`config.mk`:
```
export PLATFORM = sky130hd
export DESIGN_NAME = motor_startup_sequencer_unit
export DESIGN_NICKNAME = d
export VERILOG_FILES = /design/src/msseq_pkg.sv /design/src/msseq_csr.sv /design/src/msseq_core.sv /design/src/motor_startup_sequencer_unit.sv
export SDC_FILE = /design/constraint.sdc
export NUM_CORES = 1
export LEC_CHECK = 0
export CAP_MARGIN = 20
export CORE_MARGIN = 5
export CORE_UTILIZATION = 55
export DETAILED_ROUTE_END_ITERATION = 10
export DONT_BUFFER_PORTS = 1
export PLACE_DENSITY_LB_ADDON = 0.05
export REMOVE_ABC_BUFFERS = 1
export SYNTH_ARGS = -nofsm -noshare
export SYNTH_HDL_FRONTEND = slang
export SYNTH_SLANG_ARGS = --single-unit
```
`constraint.sdc`:
```
create_clock -name clock -period 3.34 [get_ports clock]
set_input_delay 0.334 -clock clock [delete_from_list [all_inputs] [get_ports clock]]
set_output_delay 0.334 -clock clock [all_outputs]
set_load 0.05 [all_outputs]
```
`src/msseq_pkg.sv`:
```
// Shared types, constants and helpers for the motor start-up sequencer.
// Used by msseq_csr, msseq_core and motor_startup_sequencer_unit.
package msseq_pkg;

   // Width of the phase tick counter; it wraps at this width.
   localparam int COUNT_BITS = 20;
   // Width of the tick limit registers.
   localparam int LIMIT_BITS = 20;
   // Width used when comparing the counter with a limit.
   localparam int CMP_BITS   = (COUNT_BITS > LIMIT_BITS) ? COUNT_BITS : LIMIT_BITS;
   localparam int CSR_DATA_BITS = 20;
   localparam int CSR_ADDR_BITS = 3;

   // Register indexes on the configuration port.
   localparam logic [CSR_ADDR_BITS-1:0] REG_ALIGN_ID      = 3'd0;
   localparam logic [CSR_ADDR_BITS-1:0] REG_ALIGN_STEP    = 3'd1;
   localparam logic [CSR_ADDR_BITS-1:0] REG_ALIGN_TICKS   = 3'd2;
   localparam logic [CSR_ADDR_BITS-1:0] REG_OPEN_IQ       = 3'd3;
   localparam logic [CSR_ADDR_BITS-1:0] REG_OPEN_STEP     = 3'd4;
   localparam logic [CSR_ADDR_BITS-1:0] REG_OPEN_TICKS    = 3'd5;
   localparam logic [CSR_ADDR_BITS-1:0] REG_IQ_MIN        = 3'd6;
   localparam logic [CSR_ADDR_BITS-1:0] REG_IQ_MAX        = 3'd7;

   // Phase codes as they appear on the result.
   localparam logic [1:0] PHASE_CODE_STOP   = 2'd0;
   localparam logic [1:0] PHASE_CODE_ALIGN  = 2'd1;
   localparam logic [1:0] PHASE_CODE_OPEN   = 2'd2;
   localparam logic [1:0] PHASE_CODE_CLOSED = 2'd3;

   // Internal sequencer state, one-hot.
   typedef enum logic [3:0] {
      PH_STOP   = 4'b0001,
      PH_ALIGN  = 4'b0010,
      PH_OPEN   = 4'b0100,
      PH_CLOSED = 4'b1000
   } phase_type;

   typedef struct packed {
      logic                  run;
      logic                  dir;
      logic signed [15:0]    iq_request;
      logic [15:0]           hall_inc;
      logic                  hall_load;
      logic [15:0]           hall_angle;
   } req_type;

   typedef struct packed {
      logic                  foc_enable;
      logic signed [15:0]    id_ref;
      logic signed [15:0]    iq_ref;
      logic [15:0]           theta;
      logic                  clear_current_int;
      logic                  clear_speed_int;
      logic                  speed_loop_on;
      logic [1:0]            phase;
   } rsp_type;

   // Configuration registers as seen by the sequencer core.
   typedef struct packed {
      logic signed [15:0]    align_id;
      logic [15:0]           align_step;
      logic [LIMIT_BITS-1:0] align_ticks;
      logic signed [15:0]    open_iq;
      logic [15:0]           open_step;
      logic [LIMIT_BITS-1:0] open_ticks;
      logic signed [15:0]    iq_min;
      logic signed [15:0]    iq_max;
   } cfg_type;

   // Advance an angle by one step; the wrap at a full turn is modulo 2^16.
   function automatic logic [15:0] turn(input logic [15:0] angle,
                                        input logic [15:0] step,
                                        input logic ccw);
      return ccw ? (angle - step) : (angle + step);
   endfunction

endpackage

```
`src/msseq_csr.sv`:
```
// Configuration register file of the motor start-up sequencer.
// Depends on msseq_pkg for the register indexes and cfg_type.
module msseq_csr
   import msseq_pkg::*;
(
   input  logic                     clock,
   input  logic                     reset,
   input  logic                     csr_we,
   input  logic [CSR_ADDR_BITS-1:0] csr_addr,
   input  logic [CSR_DATA_BITS-1:0] csr_wdata,
   output cfg_type                  cfg
);

   cfg_type cfg_ff, cfg_in;

   // Decode the write into the addressed register.
   always_comb begin
      cfg_in = cfg_ff;
      if (csr_we) begin
         case (csr_addr)
            REG_ALIGN_ID:      cfg_in.align_id      = csr_wdata[15:0];
            REG_ALIGN_STEP:    cfg_in.align_step    = csr_wdata[15:0];
            REG_ALIGN_TICKS:   cfg_in.align_ticks   = csr_wdata[LIMIT_BITS-1:0];
            REG_OPEN_IQ:       cfg_in.open_iq       = csr_wdata[15:0];
            REG_OPEN_STEP:     cfg_in.open_step     = csr_wdata[15:0];
            REG_OPEN_TICKS:    cfg_in.open_ticks    = csr_wdata[LIMIT_BITS-1:0];
            REG_IQ_MIN:        cfg_in.iq_min        = csr_wdata[15:0];
            REG_IQ_MAX:        cfg_in.iq_max        = csr_wdata[15:0];
            default:           cfg_in = cfg_ff;
         endcase
      end
   end

   // Registers come out of reset with their documented defaults.
   always_ff @(posedge clock) begin
      if (reset) begin
         cfg_ff.align_id      <= 16'sd4096;
         cfg_ff.align_step    <= 16'd13;
         cfg_ff.align_ticks   <= LIMIT_BITS'(5000);
         cfg_ff.open_iq       <= 16'sd6144;
         cfg_ff.open_step     <= 16'd104;
         cfg_ff.open_ticks    <= LIMIT_BITS'(5000);
         cfg_ff.iq_min        <= 16'sd3277;
         cfg_ff.iq_max        <= 16'sd14336;
      end else begin
         cfg_ff <= cfg_in;
      end
   end

   assign cfg = cfg_ff;

endmodule

```
`src/msseq_core.sv`:
```
// Sequencer state and per-tick update logic of the motor start-up sequencer.
// Depends on msseq_pkg for the phase encoding, payload structs and turn().
module msseq_core
   import msseq_pkg::*;
(
   input  logic    clock,
   input  logic    reset,
   input  logic    step,
   input  req_type item,
   input  cfg_type cfg,
   output rsp_type result
);

   phase_type              phase_ff, phase_in;
   logic [COUNT_BITS-1:0]  tick_ff, tick_in;
   logic [15:0]            ramp_ff, ramp_in;
   logic [15:0]            hall_ff, hall_in;
   logic                   spd_en_ff, spd_en_in;

   logic [COUNT_BITS-1:0]  tick_inc;
   logic [15:0]            hall_base;
   logic [15:0]            align_angle;
   logic [15:0]            open_angle;
   logic                   align_done;
   logic                   open_done;
   logic signed [15:0]     iq_clamped;

   // Shared terms of the tick update.
   always_comb begin
      tick_inc    = tick_ff + 1'b1;
      hall_base   = item.hall_load ? item.hall_angle : hall_ff;
      align_angle = turn(ramp_ff, cfg.align_step, item.dir);
      open_angle  = turn(ramp_ff, cfg.open_step, item.dir);
      align_done  = CMP_BITS'(tick_inc) >= CMP_BITS'(cfg.align_ticks);
      open_done   = CMP_BITS'(tick_inc) >= CMP_BITS'(cfg.open_ticks);
      if (item.iq_request < cfg.iq_min) begin
         iq_clamped = cfg.iq_min;
      end else if (item.iq_request > cfg.iq_max) begin
         iq_clamped = cfg.iq_max;
      end else begin
         iq_clamped = item.iq_request;
      end
   end

   // Next state and result for the transaction being processed.
   always_comb begin
      phase_in  = phase_ff;
      tick_in   = tick_ff;
      ramp_in   = ramp_ff;
      hall_in   = hall_base;
      spd_en_in = spd_en_ff;
      result    = '0;

      if (!item.run || phase_ff == PH_STOP) begin
         // Stop tick: outputs quiet, counter and speed loop cleared.
         tick_in   = '0;
         spd_en_in = 1'b0;
         phase_in  = item.run ? PH_ALIGN : PH_STOP;
         result.phase = PHASE_CODE_STOP;
      end else begin
         result.foc_enable = 1'b1;
         case (phase_ff)
            PH_ALIGN: begin
               result.id_ref = cfg.align_id;
               result.theta  = align_angle;
               result.phase  = PHASE_CODE_ALIGN;
               spd_en_in     = 1'b0;
               ramp_in       = align_angle;
               tick_in       = tick_inc;
               if (align_done) begin
                  result.clear_current_int = 1'b1;
                  ramp_in  = '0;
                  tick_in  = '0;
                  phase_in = PH_OPEN;
               end
            end
            PH_OPEN: begin
               result.iq_ref = cfg.open_iq;
               result.theta  = open_angle;
               result.phase  = PHASE_CODE_OPEN;
               ramp_in       = open_angle;
               tick_in       = tick_inc;
               if (open_done) begin
                  result.clear_current_int = 1'b1;
                  result.clear_speed_int   = 1'b1;
                  spd_en_in = 1'b1;
                  phase_in  = PH_CLOSED;
               end
            end
            default: begin
               // Closed loop: Hall angle tracking, clamped speed-loop demand.
               hall_in       = turn(hall_base, item.hall_inc, item.dir);
               result.theta  = hall_in;
               result.iq_ref = iq_clamped;
               result.phase  = PHASE_CODE_CLOSED;
            end
         endcase
      end
      result.speed_loop_on = spd_en_in;
   end

   // State advances once per processed transaction.
   always_ff @(posedge clock) begin
      if (reset) begin
         phase_ff  <= PH_STOP;
         tick_ff   <= '0;
         ramp_ff   <= '0;
         hall_ff   <= '0;
         spd_en_ff <= 1'b0;
      end else if (step) begin
         phase_ff  <= phase_in;
         tick_ff   <= tick_in;
         ramp_ff   <= ramp_in;
         hall_ff   <= hall_in;
         spd_en_ff <= spd_en_in;
      end
   end

endmodule

```
`src/motor_startup_sequencer_unit.sv`:
```
// Top level of the motor start-up sequencer: input register, core, result register.
// Depends on msseq_pkg, msseq_csr and msseq_core.
//
//   Channel  Direction  Handshake             Payload
//   req      in         req_valid/req_ready   req_data (req_type)
//   rsp      out        rsp_valid/rsp_ready   rsp_data (rsp_type)
//   csr      in         csr_we                csr_addr, csr_wdata
//
// A transaction is registered on entry in the input register and its result is
// registered in the result register once that one is free; one transaction per cycle
// is sustained while rsp_ready stays high.
// The core's state update is combinational between the input and result registers.
// Reset brings the CSRs to their defaults, clears both valid flags and sets the phase to stop.
// When the result register is held, the input register fills and then req_ready drops.
module motor_startup_sequencer_unit
   import msseq_pkg::*;
(
   input  logic                     clock,
   input  logic                     reset,
   input  logic                     req_valid,
   output logic                     req_ready,
   input  req_type                  req_data,
   output logic                     rsp_valid,
   input  logic                     rsp_ready,
   output rsp_type                  rsp_data,
   input  logic                     csr_we,
   input  logic [CSR_ADDR_BITS-1:0] csr_addr,
   input  logic [CSR_DATA_BITS-1:0] csr_wdata
);

   req_type in_ff;
   logic    in_valid_ff, in_valid_in;
   rsp_type out_ff;
   logic    rsp_valid_ff, rsp_valid_in;
   logic    advance;
   cfg_type cfg;
   rsp_type result;

   msseq_csr u_csr (
      .clock     (clock),
      .reset     (reset),
      .csr_we    (csr_we),
      .csr_addr  (csr_addr),
      .csr_wdata (csr_wdata),
      .cfg       (cfg)
   );

   msseq_core u_core (
      .clock  (clock),
      .reset  (reset),
      .step   (advance),
      .item   (in_ff),
      .cfg    (cfg),
      .result (result)
   );

   // The input register moves into the result register when that one is free.
   always_comb begin
      advance      = in_valid_ff && (!rsp_valid_ff || rsp_ready);
      req_ready    = !in_valid_ff || advance;
      in_valid_in  = (req_valid && req_ready) || (in_valid_ff && !advance);
      rsp_valid_in = advance || (rsp_valid_ff && !rsp_ready);
   end

   // Handshake state.
   always_ff @(posedge clock) begin
      if (reset) begin
         in_valid_ff  <= 1'b0;
         rsp_valid_ff <= 1'b0;
      end else begin
         in_valid_ff  <= in_valid_in;
         rsp_valid_ff <= rsp_valid_in;
      end
   end

   // Payload registers.
   always_ff @(posedge clock) begin
      if (req_valid && req_ready) begin
         in_ff <= req_data;
      end
      if (advance) begin
         out_ff <= result;
      end
   end

   assign rsp_valid = rsp_valid_ff;
   assign rsp_data  = out_ff;

`ifndef SYNTHESIS
   a_enable_matches_phase: assert property (@(posedge clock) disable iff (reset)
      rsp_valid_ff |-> (out_ff.foc_enable == (out_ff.phase != PHASE_CODE_STOP)))
      else $error("foc_enable disagrees with the reported phase");

   a_handover_strobes: assert property (@(posedge clock) disable iff (reset)
      (rsp_valid_ff && out_ff.clear_speed_int) |->
         (out_ff.clear_current_int && out_ff.speed_loop_on
          && out_ff.phase == PHASE_CODE_OPEN))
      else $error("closed-loop handover strobes inconsistent");

   a_stall_only_when_full: assert property (@(posedge clock) disable iff (reset)
      !req_ready |-> (in_valid_ff && rsp_valid_ff && !rsp_ready))
      else $error("input stalled while a stage was free");

   a_result_from_advance: assert property (@(posedge clock) disable iff (reset)
      $rose(rsp_valid_ff) |-> $past(advance))
      else $error("result appeared without a processed transaction");
`endif

endmodule

```
### Word-level counts from Yosys, hierarchy flattened

Cells that the tools add are included.

| cells by class | value |
|---|---|
| equal/unequal tests | 12 |
| $lt $le $gt $ge | 4 |
| bitwise gates (word level) | 3 |
| $add $sub $neg | 7 |
| reduce and logical (&&, ||, !) cells | 31 |
| muxes and demuxes | 30 |

Operators by type and width:

| cell | number |
|---|---|
| $mux W16 | 10 |
| $pmux W16 S2 | 3 |
| $mux W51 | 1 |
| $add A16 B16 Y16 | 3 |
| $sub A16 B16 Y16 | 3 |
| $ge A20 B20 Y1 | 2 |
| $mux W20 | 2 |
| $pmux W20 S2 | 1 |
| $add A20 B1 Y20 const B | 1 |
| $reduce_and A2 Y1 | 9 |
| $gt A16 B16 Y1 | 1 |
| $lt A16 B16 Y1 | 1 |
| $eq A3 B3 Y1 const B | 4 |
| $mux W4 | 3 |
| $pmux W4 S2 | 1 |
| $eq A3 B2 Y1 const B | 2 |
| $ne A3 B1 Y1 const B | 2 |
| $reduce_or A2 Y1 | 3 |
| $logic_not A1 Y1 | 5 |
| $logic_or A1 B1 Y1 | 5 |
| $eq A4 B1 Y1 const B | 1 |
| $eq A4 B2 Y1 const B | 1 |
| $eq A4 B3 Y1 const B | 1 |
| $logic_and A1 B1 Y1 | 4 |
| other kinds (11) | 18 |

| word-level totals | value |
|---|---|
| word-level logic and storage cells | 116 |
| output and inout port bits | 56 |
| bits of input ports | 79 |
| register bits | 300 |

### Longest topological paths before layout

| logic depth | value |
|---|---|
| depth after elaboration | 6 |
| mapped depth | 17 |
| mapped depth without buffers | 15 |

### By module

A second synthesis with hierarchy kept.

| unflattened totals | value |
|---|---|
| cell total of the unflattened synthesis | 1756 |
| area, all modules | 17194.0 um^2 |

Modules (own cells, without submodules):

| module | instances | cells an instance | area each (um^2) | seq. area each (um^2) |
|---|---|---|---|---|
| msseq_core | 1 | 1151 | 8604.5 | 1141.1 |
| msseq_csr | 1 | 490 | 5332.6 | 2722.6 |
| motor_startup_sequencer_unit | 1 | 115 | 3256.9 | 3193.1 |

### Worst setup path after synthesis

OpenSTA, ideal clock, no wires.

| path | value |
|---|---|
| path type | reg2reg |
| start | register in_ff[16] in the netlist's numbering |
| end | register out_ff (netlist bit rsp_data[19]) (data pin) |
| path slack | -369 ps |
| arrival | 3450 ps |
| data required time | 3081 ps |
| path buffers | 2 |
| library setup time | 259 ps |
| period minus slack after synthesis | 3709 ps |
| cell stages (with the launch flop) | 15 |
| path through | edfxtp_1 > clkbuf_1 > clkbuf_1 > mux2i_1 > ha_1 > inv_1 > fa_1 > a211o_1 > a2111oi_4 > o21ai_1 > a2111oi_2 > nor3_1 > xor2_1 > a22oi_1 > o21ai_1 |

| between the ends | value |
|---|---|
| cells in the longest elaborated chain, start to end | 4 |
| elaborated cells on any way between the ends | 5 |
| classes of those cells | 2 x add/sub; 3 x mux |

Ends and longest elaborated chain:

| element | RTL line | RTL |
|---|---|---|
| from (decl) | motor_startup_sequencer_unit.sv:31 | `req_type in_ff;` |
| from (signal assigned) | motor_startup_sequencer_unit.sv:79 | `in_ff <= req_data;` |
| $mux W16 (*) | msseq_core.sv:31 | `hall_base = item.hall_load ? item.hall_angle : hall_ff;` |
| $add A16 B16 Y16 or $sub A16 B16 Y16 (tied branches) | msseq_pkg.sv:74 | `return ccw ? (angle - step) : (angle + step);` |
| $mux W16 (*) | msseq_pkg.sv:74 |  |
| $pmux W16 S2 (*) | msseq_core.sv:62 | `case (phase_ff)` |
| to (signal assigned) | motor_startup_sequencer_unit.sv:82 | `out_ff <= result;` |
| to (decl) | motor_startup_sequencer_unit.sv:33 | `rsp_type out_ff;` |

Mark *: on every way between the ends. The rest lies on a longest branch, timed or not.
A chain may end at the register's enable or synchronous reset.

### Worst setup path in the final report

Ends and elaborated chain as after synthesis.

==> metrics.md <==
| Metric | Value |
|---|---|
| Post-route minimum period | `3.30 ns` |
| Critical Path AT | `3.56 ns` |
| RSZ-0062 raised after global routing | `yes` |
| Simple-Gate Fraction of Synth Area | `0.178` |
| TritonCTS Sinks | `300` |
| FMAX | `303 MHz` |
| Synth cell types | `86` |
| Detail Placement HPWL | `32400 um` |
| Pwr Density | `421 mW/mm2` |
| Starting density of the core | `0.559` |
| Post-synth EDFFs | `105` |
| GPL Wtd Cong | `0.909` |
| Clock slew at reported path FFs | `0.06 ns` |
| WHS Path Cells | `3` |
| CP endpoint kind | `register` |
| Layout area overhead | `27.4%` |
| Post-Syn Instances | `1865` |
| Adder-Cell Fraction of Synth Area | `0.0938` |
| Final core occ | `0.712` |
| Wire length per cell | `19.5 um` |
| Synth Register Bits | `300` |
| Core area | `0.0298 mm2` |
| Die width | `184 um` |
| Slew margin rel. | `0.330` |
| # fillers | `2317` |
| ANT cells | `0` |
| Core Rows | `63` |
| Status | `finished, final reports clean` |
| Die area | `0.0338 mm2` |
| Worst flop-to-flop path startpoint | `in_ff[16]` |
| Final Power | `8.92 mW` |
| Clk_skew | `0.0315 ns` |
| Final setup TNS | `0 ns` |
| DR iter-0 viols | `951` |
| GR Layer Usage met1 | `0.347` |
| CTS buffer count | `34` |
| I/O Pins | `135` |
| Vias in the first global route | `14600` |
| Die Y | `184 um` |
| Total wire length | `49600 um` |
| Fraction of layout cells with a size suffix above 1 | `0.133` |
| CTS tree | `done` |
| Hold Startpoint | `reset` |
| Initial antenna violation count | `2` |
| Met3 usage | `0.0518` |
| Largest net degree at the start of global routing | `142` |
| Main synth FF type | `dfxtp_1` |
| Grt ovf | `0` |
| Register area share after synthesis | `0.424` |
| Worst Hold Class | `input pin to register` |
| Startpoint Class | `register` |
| Final setup viols | `0` |
| Clock buffer depth | `3` |
| Residual DRC | `0` |
| Vias per cell | `5.81` |
| GR Util All Layers | `0.283` |
| Multiplexer share of the synthesized area | `0.0234` |
| Crit. Startpoint | `in_ff[16]` |
| Largest family of logic cells by synthesized area | `compound AO/OA/AOI/OAI gates` |
| XOR/XNOR share of the synthesized area | `0.0483` |
| Nets | `2329` |
| Leakage | `8.61 nW` |
| Via count | `14800` |
| Final Hold Violating Endpoints | `0` |
| Routing usage on met2 | `0.487` |
| Antenna viol nets, final | `0` |
| CTS root buffer | `clkbuf_16` |
| Worst setup endpoint | `rsp_data[19]` |
| First-pass GRT wire length | `76800 um` |
| GRT busiest layer | `met2` |
| Synth async-reset ratio | `0` |
| Worst-path fanout max | `4` |
| Syn Std Cell Area | `0.0166 mm2` |
| Setup CP Type | `register to register` |
| Reg2reg end | `rsp_data[19]` |
| IR Drop Worst-Case VDD | `0.000395 V` |
| First-pass DRT Iterations | `8` |
| Skew-Pair Late Insertion Delay | `0.54 ns` |
| Period utilisation layout | `0.989` |
| Final Slew Violations | `0` |
| Reg2Reg Setup Slack | `0.04 ns` |
| Syn Area/Cell | `8.92 um2` |
| Synth warnings | `0` |
| Number of port buffers | `0` |
| Synth Area in Compound Gates | `0.181` |
| Required @ worst endpoint | `3.59 ns` |
| R2r worst-path depth | `12` |
| H-Tree Depth | `2` |
| Worst-Margin Slew | `1.00 ns` |
| Maxcap violations | `0` |
## metrics by stage
| step | hold WS (ns) | setup WS, ns | cell area (um2) | cells |
|---|---|---|---|---|
| 2_1_floorplan | 0.403 | -0.544 | 16200 | 1769 |
| 3_3_place_gp | 0.433 | 0.00904 | 17500 | 2262 |
| 3_5_place_dp | 0.432 | -0.0353 | 17500 | 2262 |
| 4_1_cts | 0.000910 | -0.0161 | 20700 | 2530 |
| 5_1_grt | 0.0142 | -0.129 | 21200 | 2543 |
| 6_report | 0.0813 | 0.0354 | 21200 | 2543 |
## metal layers
metal,vias up,routed length [um]
li1,7115,-
met2,465,23900
met3,156,3410
met5,-,13
met1,7042,19800
met4,2,2460
## repair_timing
item	4_1_cts	5_1_grt
setup endpoints to repair	9	59
buffers inserted	2	13
hold endpoints to repair	245	1
gates resized for setup	8	83
pin swaps	5	40
hold buffers	204	1
## how the worst min path moves through the flow
stage,endpoint,slack (ns)
4_1_cts,u_core.hall_ff[15],0.0009
2_1_floorplan,u_core.hall_ff[0],0.40
3_5_place_dp,u_csr.cfg[102],0.43
5_1_grt,u_core.hall_ff[15],0.01
6_report,u_core.hall_ff[15],0.08
3_3_place_gp,u_csr.cfg[102],0.43
## synth_stat cells (all sizes together) (7+ instances only)
cell / n / area [um2]
a31oi: 17 / 121
a211o: 25 / 219
edfxtp: 105 / 3150
dfxtp: 195 / 3900
nor3: 36 / 201
o211ai: 8 / 60.1
nand4: 12 / 75.1
nor2: 147 / 567
clkbuf: 78 / 333
o221ai: 16 / 140
a21oi: 199 / 1010
and3: 26 / 168
inv: 108 / 408
o21ai: 43 / 219
nand2: 317 / 1200
ha: 120 / 1500
nor2b: 16 / 100
nand3: 29 / 163
a21o: 37 / 278
a221oi: 7 / 73.8
nand2b: 17 / 106
nand3b: 15 / 113
and2: 8 / 52.6
buf: 17 / 103
a311oi: 12 / 105
a211oi: 30 / 225
mux2: 15 / 169
xor2: 22 / 193
xnor2: 69 / 612
nor4: 11 / 103
a22oi: 20 / 150
mux2i: 22 / 220
o21a: 12 / 90.1
## area by class of cell
class,instances,area [um2],share of cell area
Clock buffer,51,935,0.0441
Clock inverter,11,124,0.00584
Multi-Input combinational cell,1361,9170,0.432
Sequential cell,300,7070,0.333
Inverter,108,409,0.0193
Tap cell,390,488,0.0230
Timing Repair Buffer,322,3010,0.142
## registers in the layout, indices dropped and copies added, names as in the netlist
name and flops:
u_core.spd_en_ff 1, in_valid_ff 1, rsp_data 54, rsp_valid 1, u_core.ramp_ff 16, u_core.phase_ff 4
u_core.tick_ff 20, u_core.hall_ff 16, in_ff 51, u_csr.cfg 136
## report_power, final
group	leakage (nW)	switching (mW)	total [mW]	internal (mW)
Clock	0.504	1.53	3.57	2.04
Combinational	5.53	0.681	1.23	0.551
Sequential	2.58	0.202	4.12	3.92
## layout by cell type, fill, tap and decap left out, types with 20 or more instances in the layout
cell type and count:
mux2i_1 21, and3_1 24, dfxtp_1 190, nand2_1 313, a21oi_1 189, o21ai_0 25
inv_1 104, dlygate4sd3_1 203, a211o_1 25, nand3_1 24, nor3_1 29, nor2_1 136
xnor2_1 62, ha_1 117, xor2_1 20, a211oi_1 24, clkbuf_16 34, buf_4 109
a21o_1 37, edfxtp_1 105
## logic make-up after synthesis
logic type	after synthesis
simple gates	651
compound gates	459
flops	300
buf+inv	204
fa+ha+maj	123
xor+xnor	91
mux	37
## worst max-delay path, cell delays in order, from the launching register on
cell	delay, ns
edfxtp_1	0.46
mux2i_2	0.29
ha_2	0.23
inv_1	0.05
fa_2	0.36
a211o_1	0.31
a2111oi_4	0.34
o21ai_2	0.14
a2111oi_4	0.31
nor3_2	0.09
xor2_1	0.17
a22oi_1	0.20
o21ai_1	0.09
Note: power is estimated with default switching activity, not from simulation.
